File: config.mk
export PLATFORM = sky130hd
export DESIGN_NAME = mma_mul
export DESIGN_NICKNAME = d
export VERILOG_FILES = /design/src/sv/montgomery_modular_alu_macros.svh /design/src/sv/mma_pkg.sv /design/src/sv/mma_mul.sv
export SDC_FILE = /design/constraint.sdc
export NUM_CORES = 2
export LEC_CHECK = 0
export ABC_AREA = 1
export BUFFER_PORTS_ARGS = -buffer_cell sky130_fd_sc_hd__buf_2
export CORE_MARGIN = 4
export CORE_UTILIZATION = 65
export DETAILED_ROUTE_END_ITERATION = 6
export PLACE_DENSITY = 0.91
export SKIP_LAST_GASP = 1
export SYNTH_ARGS = -nofsm -noshare
export SYNTH_HDL_FRONTEND = slang
export SYNTH_SLANG_ARGS = --single-unit
export TNS_END_PERCENT = 5
File: constraint.sdc
create_clock -name clk_i -period 11.1 [get_ports clk_i]
set_input_delay 0.555 -clock clk_i [delete_from_list [all_inputs] [get_ports clk_i]]
set_output_delay 0.555 -clock clk_i [all_outputs]
set_load 0.03 [all_outputs]
File: src/sv/montgomery_modular_alu_macros.svh
// Assertion helpers for the modular ALU.
`ifndef MONTGOMERY_MODULAR_ALU_MACROS_SVH
`define MONTGOMERY_MODULAR_ALU_MACROS_SVH

// Same-cycle implication, masked while in reset.
`define MMA_ASSERT_IMPL(lbl, clk, rstn, ante, cons, msg) \
  lbl: assert property (@(posedge clk) disable iff (!rstn) (ante) |-> (cons)) else $error(msg);

// Next-cycle implication, masked while in reset.
`define MMA_ASSERT_NEXT(lbl, clk, rstn, ante, cons, msg) \
  lbl: assert property (@(posedge clk) disable iff (!rstn) (ante) |=> (cons)) else $error(msg);

`endif

File: src/sv/mma_pkg.sv
`default_nettype none
package mma_pkg;

  // Field widths
  localparam int unsigned OPW   = 4;
  localparam int unsigned VALW  = 31;
  localparam int unsigned WORDW = 32;
  localparam int unsigned MODW  = 30;
  localparam int unsigned WIDEW = 64;
  localparam int unsigned CFGAW = 2;

  // Divider: one quotient bit per cycle
  localparam int unsigned DIV_STEPS = WIDEW;
  localparam int unsigned DIV_CW    = $clog2(DIV_STEPS + 1);

  // Opcodes
  localparam logic [OPW-1:0] OP_TOMONT  = 4'd0;
  localparam logic [OPW-1:0] OP_ADD     = 4'd1;
  localparam logic [OPW-1:0] OP_SUB     = 4'd2;
  localparam logic [OPW-1:0] OP_MUL     = 4'd3;
  localparam logic [OPW-1:0] OP_DIV     = 4'd4;
  localparam logic [OPW-1:0] OP_POW     = 4'd5;
  localparam logic [OPW-1:0] OP_INV     = 4'd6;
  localparam logic [OPW-1:0] OP_TOPLAIN = 4'd7;
  localparam logic [OPW-1:0] OP_EQ      = 4'd8;
  localparam logic [OPW-1:0] OP_NEG     = 4'd9;

  // Configuration register indexes
  localparam logic [CFGAW-1:0] CFG_MODULUS = 2'd0;
  localparam logic [CFGAW-1:0] CFG_NEG_INV = 2'd1;
  localparam logic [CFGAW-1:0] CFG_R2      = 2'd2;

  // Divider request and status
  typedef struct packed {
    logic             start;
    logic [WIDEW-1:0] dividend;
    logic [MODW-1:0]  divisor;
  } div_req_t;

  typedef struct packed {
    logic busy;
    logic done;
  } div_stat_t;

endpackage
`default_nettype wire

File: src/sv/mma_mul.sv
`default_nettype none
// Shared 32x32 multiplier, product registered
module mma_mul (
  input  wire logic                          clk_i,
  input  wire logic [mma_pkg::WORDW-1:0]     a_i,
  input  wire logic [mma_pkg::WORDW-1:0]     b_i,
  output logic      [2*mma_pkg::WORDW-1:0]   p_o
);

  logic [2*mma_pkg::WORDW-1:0] p_q;

  always_ff @(posedge clk_i) begin
    p_q <= a_i * b_i;
  end

  assign p_o = p_q;

endmodule
`default_nettype wire

==> out/qor.yml <==
logic_synthesis:
  synth.ff_latch_count: 64
  syn_area_um2: 37400
  avgSynthCellArea_um2: 7.45
  synthArstFlopShare_pct: 0
  synthAdderAreaFrac_pct: 56.8
  synth_nets: 6247
  synth.distinct_cells: 23
  synth-xor-area-share_pct: 0.820
  synthTopCellsByCount: "1723 x inv_1, 1566 x nand2_1, 896 x fa_1"
  synthMuxAreaShare_pct: 0
  synth.most_common_cell: "inv_1"
  synth_top_area_share_pct: 48.0
  syn_inst: 5023
  yosys_most_used_dff: "dfxtp_1"
  ys_seq_area_share_pct: 3.43
  yosys.area_share.simple_pct: 18.8
  synth_top_family_by_area: "adder cells"
  synth-edff-count: 0
  yosysWarnings: 0
  synth_compound_area_share_pct: 0.853
  netlist_top_cells_area: "fa_1 48%, inv_1 17%, nand2_1 16%, ha_1 8.8%, dfxtp_1 3.4%"
  yosysTopAreaCell: "fa_1"
global_routing:
  grt_use_total_pct: 34.6
  grt_pass1_vias: 34100
  overflow: 0
  grt_pass1_wl_um: 168000
  antenna_found_initial: 3
  grt_max_degree: 33
sta:
  setup-violations-final: 0
  layout_min_cycle_time_ns: 7.10
  slew_headroom_pct: 39.1
  fmax_mhz: 141
  period_share_pct: 64.0
  finalSetupTns_ns: 0
  slew_violations: 0
  rsz0062_at_grt: "no"
  tightest_slew_ns: 0.913
  finalHoldViolCount: 0
routing:
  ant_nets: 0
  dr.pass1.iters: 5
  routed-via-count: 30700
  wl_um: 101000
  avgViaCountPerCell: 5.36
  drt-initial-drc-count: 2699
  wl_per_cell_um: 17.6
  drc: 0
worst_setup_path:
  crit_fanout: 32
  cp-start-kind: "input port"
  crit_type: "input port to register"
  crit_required_ns: 11.32
  worstSetupStartpoint: "a_i[17]"
  arrival_ns: 7.32
  end_kind: "register"
clock_network:
  postCtsHoldBufs: 0
  cts.sink_count: 64
  clkTransAtPathRegs_ns: 0.06
  cts_tree: "built"
  clock_path_buffers: 2
  postCtsSetupBuffers: 0
  cts_max_level: 3
  numCtsBuffers: 9
  root_buffer: "clkbuf_16"
  cts-resized-gates: 0
finish:
  largest_reg_flops: 64
  drive_above_1_share_pct: 4.20
  area_growth_pct: 3.23
  fillers: 4308
  final_nets: 6195
run_status:
  run_status: "finished, final reports clean"
worst_hold_path:
  hp-class: "input port to register"
  hp-start: "b_i[0]"
floorplanning:
  initial_utilization_pct: 65.9
  core_area_um2: 56700
  die_area_um2: 61400
  ios: 129
  die_w_um: 248
  die_h_um: 248
  rows: 87
placement:
  numPortBuffers: 128
  place_congestion: 1.01
  hpwl_um: 84200
flow_run:
  maxCapViolations: 0
[critical path: stages]
cell      delay (ns)
buf_2           0.67
nand2_1         0.14
inv_1           0.10
fa_1            0.44
fa_1            0.58
inv_1           0.07
fa_1            0.51
fa_1            0.53
inv_1           0.06
fa_1            0.56
fa_1            0.44
fa_1            0.57
fa_1            0.48
ha_1            0.42
nand2_1         0.13
nor2_1          0.17
inv_2           0.08
nor2_4          0.10
inv_2           0.07
o21bai_2        0.16
inv_1           0.05
nand2_1         0.10
xor2_1          0.31
[kinds of logic after synthesis]
kind of cell,count (synthesis)
AND/OR/NAND/NOR,1781
flip-flops,64
AO/OA/AOI/OAI,57
XOR/XNOR,35
buffers and inverters,1927
adder cells (fa/ha/maj),1159
[worst paths after layout]
kind | depth (start not counted) | to
hold / removal | 3 | p_o[0]$_DFF_P_
setup / recovery | 23 | p_o[32]$_DFF_P_
[placed cells by master, fill, tap and decap left out]
cell type      n
nor3_2         6
diode_2        3
nand3_2        9
xnor2_1        2
inv_2         12
nand3_1       56
buf_2        128
clkinvlp_4     1
o21ai_0        2
xor2_1        33
nor3_1        11
o21bai_2       1
buf_4          1
bufinv_16      2
nor2_2        14
nor2_4         6
inv_6          2
nor3_4         1
fa_1         896
nand4_1       16
nand2_2       15
ha_1         263
nor2_1        81
o21bai_1      11
a21oi_1       43
nand2_1     1566
inv_1       1723
clkbuf_16      9
dfxtp_1       64
clkinv_4       2
[stage by stage]
| stage | setup slack [ns] | util [%] | area [um^2] | cells | hold slack [ns] |
|---|---|---|---|---|---|
| after floorplan | 4.73 | - | 37400 | 5023 | 0.653 |
| after CTS | 4.06 | 68.1 | 38600 | 5732 | 0.782 |
| after detailed placement | 3.73 | 67.5 | 38300 | 5716 | 0.991 |
| after global routing | 3.70 | 68.1 | 38600 | 5735 | 0.842 |
| final | 4.00 | 68.1 | 38600 | 5735 | 0.804 |
| after global placement | 3.83 | 67.5 | 38300 | 5716 | 0.991 |
[layout make-up]
class                   instances  area, um^2  area share (%)
repair buffers                129         648            1.68
multi-input cells            3032       28900            74.8
well taps                     756         946            2.45
flip-flops and latches         64        1280            3.32
clock inverters                 7         103           0.266
diodes                          3        7.51          0.0194
inverters                    1735        6510            16.9
clock buffers                   9         225           0.583
[routing by layer]
layer  global-route usage (%)  routed length (um)
met5                        0                   0
met2                     58.7               49300
met1                     42.2               34700
met4                     19.6                6910
met3                     5.80                9850
Power is left out: the tool's default activity adds up to more than one toggle a clock period on the data nets, which glitch-free logic cannot reach.
