**config.mk**
```make
export PLATFORM = sky130hd
export DESIGN_NAME = mma_div
export DESIGN_NICKNAME = d
export VERILOG_FILES = /design/src/sv/montgomery_modular_alu_macros.svh /design/src/sv/mma_pkg.sv /design/src/sv/mma_div.sv
export SDC_FILE = /design/constraint.sdc
export NUM_CORES = 1
export LEC_CHECK = 0
export BUFFER_PORTS_ARGS = -buffer_cell sky130_fd_sc_hd__buf_2
export CORE_ASPECT_RATIO = 1.2
export CORE_UTILIZATION = 47
export DETAILED_ROUTE_END_ITERATION = 6
export MAX_ROUTING_LAYER = met4
export PLACE_DENSITY = 0.73
export SETUP_SLACK_MARGIN = 0.15
export SLEW_MARGIN = 25
export SYNTH_ARGS = -nofsm -noshare
export SYNTH_HDL_FRONTEND = slang
export SYNTH_SLANG_ARGS = --single-unit
```
**constraint.sdc**
```tcl
create_clock -name clk_i -period 3.9 [get_ports clk_i]
set_input_delay 0.78 -clock clk_i [delete_from_list [all_inputs] [get_ports clk_i]]
set_output_delay 0.78 -clock clk_i [all_outputs]
set_load 0.02 [all_outputs]
```
**src/sv/montgomery_modular_alu_macros.svh**
```systemverilog
// Assertion helpers for the modular ALU.
`ifndef MONTGOMERY_MODULAR_ALU_MACROS_SVH
`define MONTGOMERY_MODULAR_ALU_MACROS_SVH

// Same-cycle implication, masked while in reset.
`define MMA_ASSERT_IMPL(lbl, clk, rstn, ante, cons, msg) \
  lbl: assert property (@(posedge clk) disable iff (!rstn) (ante) |-> (cons)) else $error(msg);

// Next-cycle implication, masked while in reset.
`define MMA_ASSERT_NEXT(lbl, clk, rstn, ante, cons, msg) \
  lbl: assert property (@(posedge clk) disable iff (!rstn) (ante) |=> (cons)) else $error(msg);

`endif

```
**src/sv/mma_pkg.sv**
```systemverilog
`default_nettype none
package mma_pkg;

  // Field widths
  localparam int unsigned OPW   = 4;
  localparam int unsigned VALW  = 31;
  localparam int unsigned WORDW = 32;
  localparam int unsigned MODW  = 30;
  localparam int unsigned WIDEW = 64;
  localparam int unsigned CFGAW = 2;

  // Divider: one quotient bit per cycle
  localparam int unsigned DIV_STEPS = WIDEW;
  localparam int unsigned DIV_CW    = $clog2(DIV_STEPS + 1);

  // Opcodes
  localparam logic [OPW-1:0] OP_TOMONT  = 4'd0;
  localparam logic [OPW-1:0] OP_ADD     = 4'd1;
  localparam logic [OPW-1:0] OP_SUB     = 4'd2;
  localparam logic [OPW-1:0] OP_MUL     = 4'd3;
  localparam logic [OPW-1:0] OP_DIV     = 4'd4;
  localparam logic [OPW-1:0] OP_POW     = 4'd5;
  localparam logic [OPW-1:0] OP_INV     = 4'd6;
  localparam logic [OPW-1:0] OP_TOPLAIN = 4'd7;
  localparam logic [OPW-1:0] OP_EQ      = 4'd8;
  localparam logic [OPW-1:0] OP_NEG     = 4'd9;

  // Configuration register indexes
  localparam logic [CFGAW-1:0] CFG_MODULUS = 2'd0;
  localparam logic [CFGAW-1:0] CFG_NEG_INV = 2'd1;
  localparam logic [CFGAW-1:0] CFG_R2      = 2'd2;

  // Divider request and status
  typedef struct packed {
    logic             start;
    logic [WIDEW-1:0] dividend;
    logic [MODW-1:0]  divisor;
  } div_req_t;

  typedef struct packed {
    logic busy;
    logic done;
  } div_stat_t;

endpackage
`default_nettype wire

```
**src/sv/mma_div.sv**
```systemverilog
`default_nettype none
// Restoring divider: 64-bit dividend by 30-bit divisor, one bit per cycle
module mma_div (
  input  wire logic                        clk_i,
  input  wire logic                        rst_ni,
  input  wire mma_pkg::div_req_t           req_i,
  output mma_pkg::div_stat_t               stat_o,
  output logic [mma_pkg::WIDEW-1:0]        quot_o,
  output logic [mma_pkg::MODW-1:0]         rem_o
);

  logic [mma_pkg::DIV_CW-1:0] cnt_q;
  logic                       busy_q, done_q;
  logic [mma_pkg::WIDEW-1:0]  num_q;
  logic [mma_pkg::MODW-1:0]   rem_q, den_q;
  logic [mma_pkg::MODW:0]     trial;
  logic                       fits;

  // Shift in the next dividend bit and try to subtract
  assign trial = {rem_q, num_q[mma_pkg::WIDEW-1]};
  assign fits  = trial >= {1'b0, den_q};

  // Control
  always_ff @(posedge clk_i or negedge rst_ni) begin
    if (!rst_ni) begin
      cnt_q  <= '0;
      busy_q <= 1'b0;
      done_q <= 1'b0;
    end else begin
      done_q <= 1'b0;
      if (req_i.start) begin
        cnt_q  <= mma_pkg::DIV_CW'(mma_pkg::DIV_STEPS);
        busy_q <= 1'b1;
      end else if (busy_q) begin
        cnt_q <= cnt_q - 1'b1;
        if (cnt_q == mma_pkg::DIV_CW'(1)) begin
          busy_q <= 1'b0;
          done_q <= 1'b1;
        end
      end
    end
  end

  // Datapath
  always_ff @(posedge clk_i) begin
    if (req_i.start) begin
      num_q <= req_i.dividend;
      den_q <= req_i.divisor;
      rem_q <= '0;
    end else if (busy_q) begin
      num_q <= {num_q[mma_pkg::WIDEW-2:0], fits};
      rem_q <= fits ? mma_pkg::MODW'(trial - {1'b0, den_q}) : trial[mma_pkg::MODW-1:0];
    end
  end

  assign stat_o.busy = busy_q;
  assign stat_o.done = done_q;
  assign quot_o      = num_q;
  assign rem_o       = rem_q;

endmodule
`default_nettype wire

```
==> results.txt, run 1 <==
----------------------------------------------------
[Drt]
  Routed vias/inst ... 5.52
  Met3 wire length ... 1160 um
  First DRT Iteration DRCs ... approximately 260
  Count of unresolved DRC violations after routing ... 0
  Drt total wl ... approximately 17000 um
  Length of the first detailed-routing pass in iterations ... 5
  Remaining antenna violation count ... 0
  Via total after detailed routing ... 5322
  Met2 wire len ... approximately 8600 um
  Routed length per placed instance ... ~17 um
  Met1 routed wirelength after detailed routing ... 6620 um
  Highest metal layer with signal wires ... met4

[Worst setup path]
  Critical path arrival ... 3.47 ns
  Series of cell instances along the critical path ... inv_1 -> ha_1 -> inv_1 -> fa_1 -> a21o_1 -> a221oi_1 -> o2bb2ai_1 -> or4_1 -> o211ai_1 -> a221oi_1 -> xor2_1 -> o31ai_1
  Number of buffer and inverter stages on the critical path ... 2
  Worst r2r src ... quot_o[63]$_DFFE_PP_
  Master of the slowest instance on the critical path ... edfxtp_1
  Kind of start point of the critical path ... flop
  Critical path startpoint ... quot_o[63]$_DFFE_PP_
  Critical path endpoint category ... flop
  Critical setup path kind ... reg2reg
  Kind of cell with the highest combined delay on the critical path ... compound AO/OA/AOI/OAI gates
  Data required time of the critical path ... 4.18 ns
  Maximum single-stage delay on the critical path ... 0.42 ns
  Crit Path Max Fanout ... 4

[Logic synthesis]
  Dominant synthesized flop cell ... edfxtp_1
  Flip-flop and latch count after synthesis ... 133
  Count of different cell masters after synthesis ... 63
  Count of flip-flops with a built-in enable after synthesis ... 94
  Synth Area in Compound Gates ... 12.0%
  Sequential area share after synthesis ... 52.4%
  Post-synth design cell area ... ~0.0070 mm2
  Async set-or-reset flop fraction in the synthesized netlist ... 6.77%
  Multiplexer fraction of the synthesized cell area ... about an eighth
  Main combinational cell family by area after synthesis ... multiplexers
  Fraction of the mapped netlist area in adder cells ... between 6 and 7%
  Average cell area after synthesis ... 11.9 um2
  XOR/XNOR Fraction of Synth Area ... 4.03%
  Syn. warnings ... 0
  Simple-Gate Fraction of Synth Area ... 8.90%
  Mapped Nets ... approximately 710
  Synth Instances ... 583

[Global routing]
  Maximum number of pins on one net before global-route repair ... 65
  Global-route wire length before repair ... approximately 26000 um
  Number of antenna violations at the first check in global routing ... 1
  Total routing usage reported by global routing ... 23.0%
  Vias in the first global route ... 5442
  Remaining global-route overflow ... 0

[Placed design]
  HPWL after detailed placement ... 12200 um
  Final Wtd Congestion ... 0.902
  I/O Buffers ... 192

[Flow run]
  Max capacitance violation total ... 0

[Finish]
  Most frequent cells in the layout ... buf_2 (191), edfxtp_1 (94), mux2_2 (63)
  Most common library cell in the layout ignoring fill and taps ... buf_2
  Number of nets in the layout ... 907
  Register area ... about 0.0036 mm2
  # fillers ... roughly 1200
  Proportion of layout cells with a drive suffix above 1 ... 38.9%
  Multi-input gate area ... 0.00304 mm2
  Final standard cell utilization of the core ... 59.5%
  Area added between synthesis and finish ... 23.3%

[Clock network]
  Clock buffer count from CTS ... 17
  CTS Root Buffer Type ... clkbuf_16
  TritonCTS clock tree ... yes
  Count of buffers added by post-CTS timing repair for setup ... 0
  CTS H-tree lvls ... 4
  Resized cells post-CTS ... 0
  Number of hold buffers added after cts ... 0
  Clock-pin slew on the worst setup and hold paths ... 0.06 ns
  CTS sink cnt ... around 130
  Clock insertion delay at the later pin of the skew report ... 0.42 ns
  Bufs on Longest Clock Path ... 2

[Power and ir drop]
  Power density normalized to cell area ... around 700 mW/mm2
  Cell leakage power ... roughly 4 nW
  Maximum VDD drop ... 306 uV

[STA]
  RSZ-0062 raised after global routing ... false
  Setup TNS ... 0 ns
  Post-route minimum period ... 3.19 ns
  Count of endpoints failing setup in the final report ... 0
  Top achievable clock speed ... approximately 310 MHz
  Crit share post-route ... 81.7%
  Final worst clock skew ... 0.0111 ns
  Final max-slew violation count ... 0
  Worst slew margin ... 46.2%
  Transition time at the pin with the least slew margin ... just over 0.8 ns
  Final hold vios ... 0

[Die]
  Initial core utilization ... 48.3%
  Horizontal extent of the die ... 113 um
  CORE AREA ... 0.0144 mm2
  Number of placed I/O pins ... 193
  Total Die Area ... 0.0153 mm2
  Number of cell rows ... 48
  Height of the die ... 135 um

[Status]
  Status ... finished clean

[Worst hold path]
  Path category of the worst min-delay check ... in2async

----------------------------------------------------
[stage by stage]
step                cell area [um2]  hold WS (ns)  power, mW  std cells  worst slack, ns
floorplan                      6960         0.478       3.95        583            0.994
global placement               8060         0.502       4.48        932            0.845
detailed placement             8060         0.504       4.54        932            0.756
CTS                            8580         0.198       5.98        964            0.733
global route                   8580         0.210       6.28        965            0.442
finish                         8580         0.209       5.94        965            0.715
[synth_stat cells, drive strengths merged, types with 9 or more instances]
cell type / count / area [um2]
dfxtp: 30 / 601
xor2: 11 / 96.3
clkbuf: 17 / 63.8
mux2i: 16 / 160
a211oi: 21 / 168
mux2: 63 / 709
dfrtp: 9 / 225
ha: 33 / 413
nand2: 25 / 93.8
nand3: 11 / 67.6
edfxtp: 94 / 2820
nor2: 51 / 199
a21o: 13 / 97.6
a21oi: 33 / 180
xnor2: 21 / 184
inv: 38 / 143
o21ai: 18 / 93.8
[where the power goes]
group          switching [mW]  internal, mW  leakage (nW)
combinational            1.43          1.01          2.33
sequential              0.256          1.84          1.33
clock                   0.604         0.806         0.249
[path summary, 6_finish.rpt]
check | cells after the start | end | slack [ns]
worst max-delay path | 12 | rem_o[28]$_SDFFE_PP0P_ | 0.71
worst min-delay path | 1 | done_q$_DFF_PN0_ | 0.21
worst max register to register | 12 | rem_o[28]$_SDFFE_PP0P_ | 0.71
worst min register to register | 2 | rem_o[4]$_SDFFE_PP0P_ | 0.52
max in group asynchronous | 1 | cnt_q[6]$_DFFE_PN0P_ | 3.51
min in group clk_i | 2 | rem_o[4]$_SDFFE_PP0P_ | 0.52
[logic make-up after synthesis]
logic type | after synthesis
AND/OR/NAND/NOR | 125
multiplexers | 79
XOR/XNOR | 32
adder cells (fa/ha/maj) | 34
flip-flops | 133
AO/OA/AOI/OAI | 118
buffers and inverters | 62
[worst register-to-register path: stages, from the launching register on]
cell and delay, ns:
edfxtp_1 0.42, inv_1 0.11, ha_1 0.15, inv_1 0.05
fa_1 0.41, a21o_1 0.22, a221oi_1 0.43, o2bb2ai_1 0.30
or4_1 0.17, o211ai_1 0.16, a221oi_1 0.39, xor2_1 0.18
o31ai_1 0.07
[cell type report]
type	instances	share of cell area, %
diodes	1	0.0292
clock buffers	19	5.05
clock inverters	13	1.01
inverters	38	1.66
multi-input cells	388	35.4
flip-flops and latches	133	42.5
well taps	175	2.55
repair buffers	198	11.8
[sequential cells by signal, indices dropped and copies added, names as in the netlist]
register / count
rem_o: 30
quot_o: 64
busy_q: 1
cnt_q: 7
den_q: 30
done_q: 1
[metal layers]
layer | GRT usage (%) | vias to the layer above
li1 | - | 2562
met1 | 24.7 | 2541
met2 | 40.3 | 201
met3 | 6.98 | 18
met4 | 7.75 | 0
met5 | - | -
Note: power is estimated with default switching activity, not from simulation.
==> inputs of run 2 (changes only) <==
--- a/config.mk
+++ b/config.mk
@@ -5,12 +5,13 @@
 export SDC_FILE = /design/constraint.sdc
 export NUM_CORES = 1
 export LEC_CHECK = 0
+export ABC_AREA = 1
 export BUFFER_PORTS_ARGS = -buffer_cell sky130_fd_sc_hd__buf_2
 export CORE_ASPECT_RATIO = 1.2
 export CORE_UTILIZATION = 47
 export DETAILED_ROUTE_END_ITERATION = 6
 export MAX_ROUTING_LAYER = met4
-export PLACE_DENSITY = 0.73
+export PLACE_DENSITY = 0.72
 export SETUP_SLACK_MARGIN = 0.15
 export SLEW_MARGIN = 25
 export SYNTH_ARGS = -nofsm -noshare
==> constraint.sdc (replaced) <==
create_clock -name clk_i -period 2.97 [get_ports clk_i]
set_input_delay 0.594 -clock clk_i [delete_from_list [all_inputs] [get_ports clk_i]]
set_output_delay 0.594 -clock clk_i [all_outputs]
set_load 0.02 [all_outputs]
==> run 2 against run 1 <==
Compared with the run above:
- die area grew 12%
- power increased by 34%
- critical path depth unchanged
- non-clock buffer count grew 5
- register-to-register slack got worse by 0.34 ns
- sequential power increased by 21%
- combinational power is 25% higher
- sequential cell count stayed put
- first-iteration DRC count is 36% higher
- via count grew 37%
- final cell count is 53% higher
- critical endpoint is now rem_o[18]$_SDFFE_PP0P_
==> results.txt, run 2 <==
----------------------------------------------------
[Placed design]
  Final Wtd Congestion ... 1.01 (+12%)
  HPWL after detailed placement ... 16200 um (+33%)
  I/O Buffers ... 192 (unchanged)
  Minimum setup slack after placement ... 0.402 ns (-0.354 ns)
  Number of placed instances with taps included ... 1440 (+55%)
  Cell area after placement ... 0.00899 mm2 (+12%)

[Drt]
  First DRT Iteration DRCs ... 358 (+36%)
  Drt total wl ... 21500 um (+29%)
  Via total after detailed routing ... 7288 (+37%)
  Remaining antenna violation count ... 0 (unchanged)
  Routed length per placed instance ... 14.6 um (-15%)
  Length of the first detailed-routing pass in iterations ... 5 (unchanged)
  Count of unresolved DRC violations after routing ... 0 (unchanged)
  Routed vias/inst ... 4.95 (-10%)

[Finish]
  Number of nets in the layout ... 1379 (+52%)
  Final standard cell utilization of the core ... 59.6% (about the same)
  Final instance count without filler cells ... 1473 (+53%)
  Area added between synthesis and finish ... 24.0%
  Antenna diode instance count ... 0 (-1)
  Most frequent cells in the layout ... nand2_1 (452), buf_2 (191), inv_1 (142)
  Most common library cell in the layout ignoring fill and taps ... nand2_1
  Number of flip-flops under the largest register name ... 64 (unchanged)
  Finished layout cell area ... 0.00965 mm2 (+13%)
  Proportion of layout cells with a drive suffix above 1 ... 20.1% (-19 points)

[Logic synthesis]
  Yosys top cell by area ... edfxtp_1
  Dominant synthesized flop cell ... edfxtp_1
  Syn. warnings ... 0 (unchanged)
  Synth Instances ... 1054 (+81%)
  Count of flip-flops with a built-in enable after synthesis ... 94 (unchanged)
  Sequential area share after synthesis ... 46.9% (-5.6 points)
  Most area-consuming cells after synthesis ... edfxtp_1 (36%), nand2_1 (22%), dfxtp_1 (7.7%)
  Average cell area after synthesis ... 7.39 um2 (-38%)
  Post-synth top area share ... 36.3% (-4.3 points)
  Mapped Nets ... 1185 (+66%)
  Ranking of synthesized cells by instance count ... nand2_1 (452), inv_1 (143), edfxtp_1 (94), nor2_1 (83), nand3_1 (71)
  Async set-or-reset flop fraction in the synthesized netlist ... 6.77% (unchanged)
  Flip-flop and latch count after synthesis ... 133 (unchanged)
  Top-count cell post-synth ... nand2_1
  Count of different cell masters after synthesis ... 36 (-43%)
  Post-synth design cell area ... 0.00779 mm2 (+12%)

[STA]
  Final worst clock skew ... 0.00620 ns (-0.00492 ns)
  Final max-slew violation count ... 0 (unchanged)
  Post-route minimum period ... 2.60 ns (-0.589 ns)
  Count of endpoints failing setup in the final report ... 0 (unchanged)
  Crit share post-route ... 87.4% (+5.7 points)
  Worst slew margin ... 54.3% (+8.1 points)
  Transition time at the pin with the least slew margin ... 0.682 ns (-0.126 ns)
  RSZ-0062 raised after global routing ... false
  Setup TNS ... 0 ns (unchanged)
  Final hold vios ... 0 (unchanged)
  Minimum setup slack in the final design ... 0.374 ns (-0.341 ns)
  Top achievable clock speed ... 385 MHz (+23%)

[Power and ir drop]
  Relative contribution of sequential cells to total power ... 31.8% (-3.4 points)
  Switching Power ... 3.12 mW (+36%)
  Gate power share ... 38.6% (-2.4 points)
  Internal power contribution ... 4.82 mW (+32%)
  Maximum VDD drop ... 407 uV (+33%)
  Cell leakage power ... 5.22 nW (+34%)
  Power density normalized to cell area ... 822 mW/mm2 (+19%)
  Clk network pwr share ... 29.6% (+5.9 points)
  Sw frac ... 39.3% (+0.81 points)

[Clock network]
  CTS H-tree lvls ... 4 (unchanged)
  CTS Root Buffer Type ... clkbuf_16
  Count of buffers added by post-CTS timing repair for setup ... 0 (unchanged)
  Bufs on Longest Clock Path ... 2 (unchanged)
  CTS sink cnt ... 133 (unchanged)
  Clock buffer count from CTS ... 17 (unchanged)
  TritonCTS clock tree ... yes
  Clock-pin slew on the worst setup and hold paths ... 0.06 ns (about the same)
  Resized cells post-CTS ... 0 (unchanged)
  Clock insertion delay at the later pin of the skew report ... 0.44 ns (+0.02 ns)

[Die]
  Total Die Area ... 0.0171 mm2 (+12%)
  CORE AREA ... 0.0162 mm2 (+12%)
  Height of the die ... 143 um (+5.7%)
  Number of cell rows ... 51 (+6.3%)
  Horizontal extent of the die ... 119 um (+5.7%)
  Number of placed I/O pins ... 193 (unchanged)
  Initial core utilization ... 48.0% (-0.23 points)

[Worst setup path]
  Worst r2r src ... rem_o[17]$_SDFFE_PP0P_
  Critical path arrival ... 2.93 ns (-0.54 ns)
  R2R cell count ... 12 (unchanged)
  Crit Path Max Fanout ... 21 (+17)
  Critical setup path kind ... reg2reg
  Capturing point of the worst reg2reg path ... rem_o[18]$_SDFFE_PP0P_
  Kind of start point of the critical path ... flop
  Data required time of the critical path ... 3.30 ns (-0.88 ns)
  Critical path endpoint category ... flop
  Worst setup slack for register-to-register paths ... 0.37 ns (-0.34 ns)

[Worst hold path]
  Hold path depth ... 1
  Path category of the worst min-delay check ... in2reg
  Endpoint, Worst Hold ... den_q[7]$_DFFE_PP_
  Hold wc startpoint ... req_i[7]

[Global routing]
  Number of antenna violations at the first check in global routing ... 0 (-1)
  Maximum number of pins on one net before global-route repair ... 61 (-6.2%)
  Remaining global-route overflow ... 0 (unchanged)
  Global-route wire length before repair ... 34400 um (+32%)
  Total routing usage reported by global routing ... 26.9% (+4.0 points)
  Vias in the first global route ... 7070 (+30%)

[Status]
  Status ... finished clean

[Flow run]
  Max capacitance violation total ... 0 (unchanged)

----------------------------------------------------
[run 2: cell count changes in the layout (fill, tap and decap cells not counted), sizes merged, moves of 9 or more]
cell / before / now
mux2: 63 / 0
inv: 39 / 157
nand3: 11 / 73
a21oi: 33 / 24
nand2: 25 / 456
a21o: 13 / 0
a211oi: 21 / 0
xnor2: 21 / 12
nor2: 51 / 86
mux2i: 16 / 0
xor2: 11 / 2
[run 2: through the flow]
stage / hold slack, ns / power (mW)
2_1_floorplan: 0.298 / 4.74
3_3_place_gp: 0.459 / 5.57
3_5_place_dp: 0.456 / 5.61
4_1_cts: 0.320 / 7.98
5_1_grt: 0.314 / 8.49
6_report: 0.332 / 7.94
[run 2: worst max-delay path by stage]
stage / from / endpoint / slack (ns) / cells past startpoint
final: rem_o[17]$_SDFFE_PP0P_ / rem_o[18]$_SDFFE_PP0P_ / 0.37 / 12
after global routing: den_q[5]$_DFFE_PP_ / rem_o[22]$_SDFFE_PP0P_ / 0.16 / 15
after CTS: rem_o[17]$_SDFFE_PP0P_ / rem_o[18]$_SDFFE_PP0P_ / 0.38 / 12
after detailed placement: rem_o[17]$_SDFFE_PP0P_ / rem_o[18]$_SDFFE_PP0P_ / 0.40 / 12
after global placement: den_q[5]$_DFFE_PP_ / rem_o[12]$_SDFFE_PP0P_ / 0.43 / 15
after floorplan: quot_o[63]$_DFFE_PP_ / rem_o[28]$_SDFFE_PP0P_ / 0.88 / 16
[run 2: repair_timing]
action | 4_1_cts | 5_1_grt
endpoints found under the setup margin | 0 | 0
hold buffers | 1 | 0
hold endpoints to repair | 9 | 0
[run 2: cells by family (layout without fill, tap and decap cells)]
| family | after synthesis | count (layout) | share of synthesized area (%) |
|---|---|---|---|
| AOI/OAI and AO/OA | 51 | 51 | 3.55 |
| xor gates and xnor gates | 14 | 14 | 1.57 |
| buffers and inverters | 180 | 387 | 9.08 |
| and+or+nand+nor | 642 | 642 | 33.4 |
| adders and majority gates | 34 | 34 | 5.56 |
| DFF | 133 | 133 | 46.9 |
[run 2: worst max-delay path, stage by stage, from the launching register on]
cell and delay (ns):
dfxtp_1 0.34, ha_1 0.38, a21oi_1 0.30, nand2_1 0.14, nand2_1 0.07, nand2_1 0.06, a21oi_1 0.16, nand3_2 0.42
buf_12 0.33, nor2_1 0.09, nor2_1 0.05, nand2_1 0.09, nand2_1 0.05
[run 2: per-layer routing]
metal  part of all wire (%)  vias to the layer above  GRT usage (%)
li1                       -                     3689              -
met1                     42                     3312           31.2
met2                     48                      249           44.2
met3                    6.5                       38           7.47
met4                    2.9                        0           10.7
met5                      0                        -              -
[run 2: final cells by class]
type / count / area, um2
clock buffers: 18 / 439
clock inverters: 14 / 214
fillers: 1526 / 6550
inverters: 152 / 571
multi-input cells: 741 / 3430
flip-flops and latches: 133 / 3650
well taps: 212 / 265
repair buffers: 203 / 1090
[run 2: power groups by stage]
stage / clock, mW / sequential (mW) / combinational [mW]
after floorplan: 0 / 2.81 / 1.93
after global placement: 0 / 2.55 / 3.02
after detailed placement: 0 / 2.56 / 3.05
after CTS: 2.39 / 2.53 / 3.07
after global routing: 2.48 / 2.57 / 3.45
final: 2.35 / 2.53 / 3.06
==> inputs of run 3 (changes only) <==
--- a/config.mk
+++ b/config.mk
@@ -12,6 +12,7 @@
 export DETAILED_ROUTE_END_ITERATION = 6
 export MAX_ROUTING_LAYER = met4
 export PLACE_DENSITY = 0.72
+export RECOVER_POWER = 50
 export SETUP_SLACK_MARGIN = 0.15
 export SLEW_MARGIN = 25
 export SYNTH_ARGS = -nofsm -noshare
==> run 3 against run 2 <==
Compared with the run above:
- the flow now finishes with violations (max-capacitance violations, max-slew violations)
- via count is 0.62% lower
- critical path depth unchanged
- largest power group unchanged
- non-clock buffer count unchanged
- final cell count stayed put
- register-to-register slack about the same
- first-iteration DRC count is 8.4% higher
- clock skew barely moved
- power about the same
- maximum frequency hardly changed
- highest routed layer unchanged
- largest cell class unchanged
- utilization is 0.24 points lower
==> results.txt, run 3 (synthesized netlist as in run 2, its figures left out) <==
----------------------------------------------------
[Global routing]
  Total routing usage reported by global routing ... 26.9% (unchanged)
  Vias in the first global route ... 7070 (unchanged)
  Remaining global-route overflow ... 0 (unchanged)
  Global-route wire length before repair ... 34400 um (unchanged)
  Maximum number of pins on one net before global-route repair ... 61 (unchanged)
  Number of antenna violations at the first check in global routing ... 0 (unchanged)

[Power and ir drop]
  Power density normalized to cell area ... 826 mW/mm2 (+0.42%)
  Cell leakage power ... 5.18 nW (-0.77%)
  Maximum VDD drop ... 408 uV (+0.28%)

[Clock network]
  Clock insertion delay at the later pin of the skew report ... 0.44 ns (about the same)
  CTS sink cnt ... 133 (unchanged)
  CTS H-tree lvls ... 4 (unchanged)
  Count of buffers added by post-CTS timing repair for setup ... 0 (unchanged)
  Bufs on Longest Clock Path ... 2 (unchanged)
  Clock buffer count from CTS ... 17 (unchanged)
  Clock-pin slew on the worst setup and hold paths ... 0.06 ns (about the same)
  TritonCTS clock tree ... yes
  Number of hold buffers added after cts ... 1 (unchanged)
  CTS Root Buffer Type ... clkbuf_16
  Resized cells post-CTS ... 0 (unchanged)

[Die]
  Number of placed I/O pins ... 193 (unchanged)
  Initial core utilization ... 48.0% (unchanged)
  Total Die Area ... 0.0171 mm2 (unchanged)
  Height of the die ... 143 um (unchanged)
  Number of cell rows ... 51 (unchanged)
  Horizontal extent of the die ... 119 um (unchanged)
  CORE AREA ... 0.0162 mm2 (unchanged)

[Drt]
  Via total after detailed routing ... 7243 (-0.62%)
  Count of unresolved DRC violations after routing ... 0 (unchanged)
  Routed vias/inst ... 4.92 (-0.62%)
  Routed length per placed instance ... 14.6 um (+0.23%)
  Drt total wl ... 21500 um (+0.23%)
  First DRT Iteration DRCs ... 388 (+8.4%)
  Remaining antenna violation count ... 0 (unchanged)
  Length of the first detailed-routing pass in iterations ... 5 (unchanged)

[Placed design]
  I/O Buffers ... 192 (unchanged)
  HPWL after detailed placement ... 16200 um (unchanged)
  Final Wtd Congestion ... 1.01 (unchanged)
  Number of placed instances with taps included ... 1440 (unchanged)

[Flow run]
  Max capacitance violation total ... 1 (+1)

[Worst setup path]
  Crit Path Max Fanout ... 21 (unchanged)
  Kind of start point of the critical path ... flop
  Most frequent CP cell ... nand2_1
  Critical setup path kind ... reg2reg
  Maximum single-stage delay on the critical path ... 0.43 ns (about the same)
  Series of cell instances along the critical path ... ha_1 -> a21oi_1 -> nand2_1 -> nand2_1 -> nand2_1 -> a21oi_1 -> nand3_2 -> buf_12 -> nor2_1 -> nor2_1 -> nand2_1 -> nand2_1
  Master of the slowest instance on the critical path ... nand3_2
  Critical path endpoint category ... flop
  Critical path arrival ... 2.93 ns (about the same)
  Data required time of the critical path ... 3.30 ns (about the same)

[STA]
  Setup TNS ... 0 ns (unchanged)
  RSZ-0062 raised after global routing ... false
  Final hold vios ... 0 (unchanged)
  Top achievable clock speed ... 385 MHz (about the same)
  Final worst clock skew ... 0.00657 ns (+0.000376 ns)
  Post-route minimum period ... 2.60 ns (+0.00229 ns)
  Transition time at the pin with the least slew margin ... 1.75 ns (+1.06 ns)
  Worst slew margin ... -16.4% (-71 points)
  Final max-slew violation count ... 34 (+34)
  Count of endpoints failing setup in the final report ... 0 (unchanged)
  Crit share post-route ... 87.5% (about the same)

[Finish]
  Most frequent cells in the layout ... nand2_1 (452), buf_2 (186), inv_1 (144)
  Area added between synthesis and finish ... 23.5%
  Register area ... 0.00365 mm2 (unchanged)
  Number of flip-flops under the largest register name ... 64 (unchanged)
  Final instance count without filler cells ... 1473 (unchanged)
  Most common library cell in the layout ignoring fill and taps ... nand2_1
  Multi-input gate area ... 0.00343 mm2 (unchanged)
  Proportion of layout cells with a drive suffix above 1 ... 19.2% (-0.87 points)
  Antenna diode instance count ... 0 (unchanged)
  Number of nets in the layout ... 1379 (unchanged)
  # fillers ... 1533 (+0.46%)

[Status]
  Status ... finished with violations
  Violated checks ... max-capacitance violations, max-slew violations

[Worst hold path]
  Path category of the worst min-delay check ... in2reg

----------------------------------------------------
## run 3: area by class of cell
class,count,area share [%]
Tap cell,212,2.76
Multi-Input combinational cell,741,35.7
Timing Repair Buffer,203,10.9
Sequential cell,133,37.9
Clock buffer,18,4.57
Inverter,152,5.93
Clock inverter,14,2.23
## run 3: stage by stage
stage | total power, mW | hold WS, ns | utilization (%) | setup slack [ns] | instance area [um2]
after floorplan | 4.74 | 0.298 | - | 0.882 | 7790
after global placement | 5.57 | 0.459 | 55.5 | 0.433 | 8990
after detailed placement | 5.61 | 0.456 | 55.5 | 0.402 | 8990
after CTS | 7.98 | 0.320 | 59.6 | 0.379 | 9650
after global routing | 8.49 | 0.314 | 59.3 | 0.162 | 9620
final | 7.94 | 0.331 | 59.3 | 0.371 | 9620
## run 3: worst paths after layout
kind / startpoint / end / slack (ns) / cells after the start
max reg2reg: rem_o[17]$_SDFFE_PP0P_ / rem_o[18]$_SDFFE_PP0P_ / 0.37 / 12
min reg2reg: rem_o[19]$_SDFFE_PP0P_ / rem_o[19]$_SDFFE_PP0P_ / 0.48 / 2
min in group asynchronous: rst_ni / cnt_q[1]$_DFFE_PN0P_ / 0.64 / 2
max in group asynchronous: rst_ni / cnt_q[5]$_DFFE_PN0P_ / 1.98 / 2
min: req_i[7] / den_q[7]$_DFFE_PP_ / 0.33 / 1
max: rem_o[17]$_SDFFE_PP0P_ / rem_o[18]$_SDFFE_PP0P_ / 0.37 / 12
## run 3: layer usage
metal  track usage (%)  up-vias  share of wire (%)
met5                 -        -                  0
met4              10.7        0                3.0
met3              7.47       45                6.6
met2              44.2      247                 48
met1              31.2     3263                 42
li1                  -     3688                  -
## run 3: critical path: cells and delay by family, from the launching register on
family | cells | cell delay [ns]
DFF | 1 | 0.34
AOI/OAI and AO/OA | 2 | 0.44
adders and majority gates | 1 | 0.38
and+or+nand+nor | 8 | 0.98
buffers and inverters | 1 | 0.34
## run 3: where the power goes
group	internal [mW]	switching, mW	leakage, nW	total [mW]
Sequential	2.31	0.221	1.35	2.53
Combinational	1.05	2.00	3.51	3.06
Clock	1.46	0.903	0.317	2.36
Total	4.82	3.13	5.18	7.94
